<file path="config.mk">
export PLATFORM = sky130hd
export DESIGN_NAME = tse_ram
export DESIGN_NICKNAME = d
export VERILOG_FILES = /design/src/rtl/core/tse_ram.sv
export SDC_FILE = /design/constraint.sdc
export NUM_CORES = 2
export LEC_CHECK = 0
export BUFFER_PORTS_ARGS = -buffer_cell sky130_fd_sc_hd__buf_2
export CORE_ASPECT_RATIO = 1.2
export CORE_MARGIN = 3
export CORE_UTILIZATION = 23
export CTS_CLUSTER_DIAMETER = 40
export DETAILED_ROUTE_END_ITERATION = 10
export GPL_TIMING_DRIVEN = 0
export MAX_ROUTING_LAYER = met4
export PLACE_DENSITY = 0.47
export SYNTH_ARGS = -nofsm -noshare
export SYNTH_HDL_FRONTEND = slang
export SYNTH_SLANG_ARGS = --single-unit
</file>
<file path="constraint.sdc">
create_clock -name clk -period 3.1 [get_ports clk]
set_input_delay 0.62 -clock clk [delete_from_list [all_inputs] [get_ports clk]]
set_output_delay 0.62 -clock clk [all_outputs]
set_load 0.01 [all_outputs]
</file>
<file path="src/rtl/core/tse_ram.sv">
// ----------------------------------------------------------------------------
// tse_ram: generic single-write, single-read RAM
// One write port, one read port with registered read data.
// ----------------------------------------------------------------------------
module tse_ram #(
  parameter int WIDTH = 8,
  parameter int DEPTH = 256
) (
  input  logic                     clk,
  input  logic                     we,
  input  logic [$clog2(DEPTH)-1:0] waddr,
  input  logic [WIDTH-1:0]         wdata,
  input  logic                     re,
  input  logic [$clog2(DEPTH)-1:0] raddr,
  output logic [WIDTH-1:0]         rdata
);
  logic [WIDTH-1:0] mem [DEPTH];

  always_ff @(posedge clk) begin
    if (we) begin
      mem[waddr] <= wdata;
    end
    if (re) begin
      rdata <= mem[raddr];
    end
  end
endmodule

</file>
==> summary.txt <==
Setup path
  • Most frequent CP cell: clkbuf_1
  • Family with the most delay on the worst path: buffers and inverters
  • Crit path capture: mem[43][0]
  • CP arrival: between 3000 and 4000 ps
  • Critical path startpoint: waddr[3]
  • R2R depth: 6
  • Critical-path cell list: clkbuf_1 -> nor2b_1 -> clkbuf_1 -> nand4_1 -> clkbuf_2 -> nor2_2
  • CP Depth: 6
  • WP buf/inv: 3
  • CP endpoint kind: flop
  • Reg-to-reg endpoint: rdata[5]
  • RR Startpoint: mem[83][5]
  • Critical Path Max Stage Delay: ~770 ps
  • Critical Path Source Type: input pin
  • Worst Path Required: between 3000 and 4000 ps
  • Critical-path top delay cell: clkbuf_2
  • WS Path Type: input pin to flop
  • Crit path max fanout: 10
  • Reg2Reg Setup Slack: around 210 ps

GRT
  • Overflow after GRT: 0
  • Grt met1 use: ~18%
  • Global routing usage on met3: under 10%
  • Initial antenna violation count: 20
  • GRT Total Usage: around 15%
  • Vias in the first global route: between 40,000 and 50,000
  • Largest net degree at the start of global routing: between 100 and 150
  • GR Util met2: 25.1%
  • Most Crowded Layer GR: met2
  • First-pass GRT wire length: 364 mm

Power
  • Switching pwr: 14.6 mW
  • Peak VDD IR: between 0.0004 and 0.0005 V
  • Pwr Total: roughly 63 mW
  • Clock power share: 45.4%
  • Lkg Pwr: about 29 nW
  • Switch share: approximately a quarter
  • Pwr dens: approximately 660 nW/um^2
  • Share of power burned in registers: 48.9%
  • Comb pwr share: under 10%
  • Internal: around 48 mW

Status
  • Status: complete, but fails checks
  • Failing checks: setup timing

Die
  • Cell row count: 236
  • Number of I/O pins: 35
  • Die Wd: 543 um
  • Initial core utilization: 23.1%
  • Core Area: 345,000 sq um
  • Die Y: 651 um
  • Die Area: between 300,000 and 400,000 sq um

Place
  • DP Cell Count: 8,305
  • IO buf count: 27
  • DP Wirelength: around 180 mm
  • Routability congestion estimate: between 0.9 and 1

Clock tree
  • CTS Buf Count: 242
  • Clock latency on the worst-skew pair: slightly below 900 ps
  • H-tree lvl count: 4
  • Clk slew on worst S/H paths: approximately 60 ps
  • Clock Path Buffers: 4
  • CTS Root Cell: clkbuf_16
  • CTS sink cnt: between 2,000 and 2,500
  • TritonCTS clock tree: built
  • CTS Hold Buffers Added: 0

Layout
  • Syn-to-layout area delta: 19.6%
  • Nets: about 4,100
  • Layout cells sized above 1: 30.6%
  • FILL cells: 34,000
  • Fin util: roughly 28%
  • Sequential cell area: approximately 60,000 sq um
  • Area occupied by multi-input gates: around 17,000 sq um
  • Final non-filler cell total: between 8,000 and 9,000

Logic synthesis
  • Yosys top cell area share: 77.5%
  • Area leader, netlist: edfxtp_1
  • Synth warnings: 0
  • Asr flop ratio synth: 0%
  • Mapped Area: 79,600 sq um
  • Ranking of synthesized cells by area: edfxtp_1 (78%), mux4_2 (13%), mux2i_1 (1.7%), nor2_1 (1.3%), a22oi_1 (1.3%)
  • Syn_nets: about 3,800
  • Syn Area/Cell: roughly 21 sq um
  • Yosys reg bits: between 2,000 and 2,500
  • Synth unique cells: 54
  • EDFF count, synth: 2,056
  • Predominant post-synthesis flop cell: edfxtp_1
  • Post-synthesis sequential area ratio: approximately 78%
  • Mapped Cells: 3,733

Routing
  • Via density: roughly 4.7
  • DRC Markers: 0
  • ANT nets after route: 0
  • WL/cell: 30.9 um
  • WL final: roughly 270 mm
  • Pre-antenna DRT Iters: 5
  • Via count: roughly 41,000
  • 1st-iter DRT viols: about 4,800

Job
  • Max_cap viols: 0

Timing
  • Final Max Slew Viols: 0
  • Relative slew slack: around an eighth
  • RSZ-0062 raised after global routing: yes
  • Worst-Margin Slew: about 1300 ps
  • Setup TNS: -26,050 ps
  • Final Hold Viols: 0
  • # setup viols final: between 300 and 400
  • Final min period: approximately 3300 ps
  • Fmax: between 0.3 and 0.4 GHz
  • Setup clock skew after layout: about 34 ps
  • Setup ws final: -154 ps
  • Final Cycle Share: 105%

Min path
  • Hold Crit Class: input pin to flop
==> synth_stat cells, types with 13 or more instances <==
cell type	number
buf_1	22
clkbuf_1	111
o22ai_1	28
a22oi_1	133
nor3_1	22
mux4_2	454
a211oi_1	16
buf_8	13
buf_2	31
buf_4	27
a221oi_1	13
nand3_1	34
buf_6	21
o221ai_1	46
a21oi_1	96
nand2_1	33
nor4_1	24
nor2_1	282
mux2i_1	134
nor2b_1	31
edfxtp_1	2056
==> sequential cells by signal, summed over array words and instances (netlist names) <==
signal,flops
mem,2048
rdata,8
==> metrics by stage <==
stage / instance area, sq um / setup WS (ps) / hold WS, ps
2_1_floorplan: 79600 / 404 / 719
3_3_place_gp: 85400 / -3530 / 959
3_5_place_dp: 86100 / -2850 / 974
4_1_cts: 94900 / -55.2 / 43.2
5_1_grt: 95300 / -33.9 / 57.8
6_report: 95300 / -154 / 75.7
==> worst register-to-register path: stages (launching register included) <==
cell	delay (ps)
edfxtp_1	350
mux4_2	490
a22o_1	320
a221oi_4	370
o32ai_2	210
nor3_4	610
nor4_4	230
==> cell type report <==
class | instances | area share, %
Tap cell | 4522 | 5.94
Inverter | 2 | 0.00919
Antenna cell | 15 | 0.0394
Sequential cell | 2056 | 64.8
Timing Repair Buffer | 54 | 0.730
Buffer | 232 | 1.86
Multi-Input combinational cell | 1442 | 18.2
Clock inverter | 164 | 1.78
Clock buffer | 279 | 6.59
==> power groups by stage <==
stage	Clock, mW	Combinational, mW	Sequential (mW)
after floorplan	0	1.49	31.3
after global placement	0	3.33	31.4
after global routing	30.0	3.68	30.7
after CTS	28.9	3.58	30.7
final	28.5	3.60	30.7
after detailed placement	0	3.46	31.3
==> routing by layer <==
layer	up-vias	part of all wire [%]
met1	22400	39
li1	16400	-
met3	495	6.3
met5	-	0
met2	1746	49
met4	0	5.7
==> cell families after synthesis <==
logic type | after synthesis | share of synthesized area [%]
buffers and inverters | 235 | 1.83
muxes | 591 | 14.6
AOI/OAI and AO/OA | 385 | 3.42
DFF | 2056 | 77.5
and+or+nand+nor | 466 | 2.63
==> repair_timing <==
item / in CTS / in global routing
pin swaps: 7 / 6
gates resized for setup: 304 / 82
endpoints found under the setup margin: 632 / 408
endpoints found under the hold margin: 0 / 0
buffers inserted: 2 / 2
==> worst min path at each step <==
stage | start | endpoint | slack (ps) | cells past startpoint
3_5_place_dp | re | rdata[3] | 970 | 1
5_1_grt | re | rdata[3] | 60 | 1
3_3_place_gp | re | rdata[6] | 960 | 1
4_1_cts | re | rdata[3] | 40 | 1
6_report | re | rdata[3] | 80 | 1
2_1_floorplan | wdata[0] | mem[0][0] | 720 | 0
==> layout by cell type (no fill, tap or decap), types with 12 or more instances in the layout <==
master,Yosys,routed
clkinv_4,0,17
a211oi_1,16,14
clkinvlp_4,0,21
a21oi_2,0,15
buf_6,21,29
diode_2,0,15
inv_6,0,28
o22ai_1,28,27
clkbuf_4,0,27
mux4_2,454,454
nand2_1,33,33
nor4_2,3,13
o221ai_1,46,42
nand3_1,34,34
nor2b_1,31,29
clkinv_1,1,32
clkbuf_2,0,42
nor2_1,282,146
buf_4,27,55
buf_2,31,39
edfxtp_1,2056,2056
buf_16,0,12
bufinv_16,0,20
a21oi_1,96,81
clkbuf_16,0,246
clkinv_2,0,27
buf_8,13,22
inv_8,0,12
nor2_2,0,129
mux2i_1,134,134
a22oi_1,133,132
buf_12,8,12
clkbuf_1,111,71
Note: power is estimated with default switching activity, not from simulation.
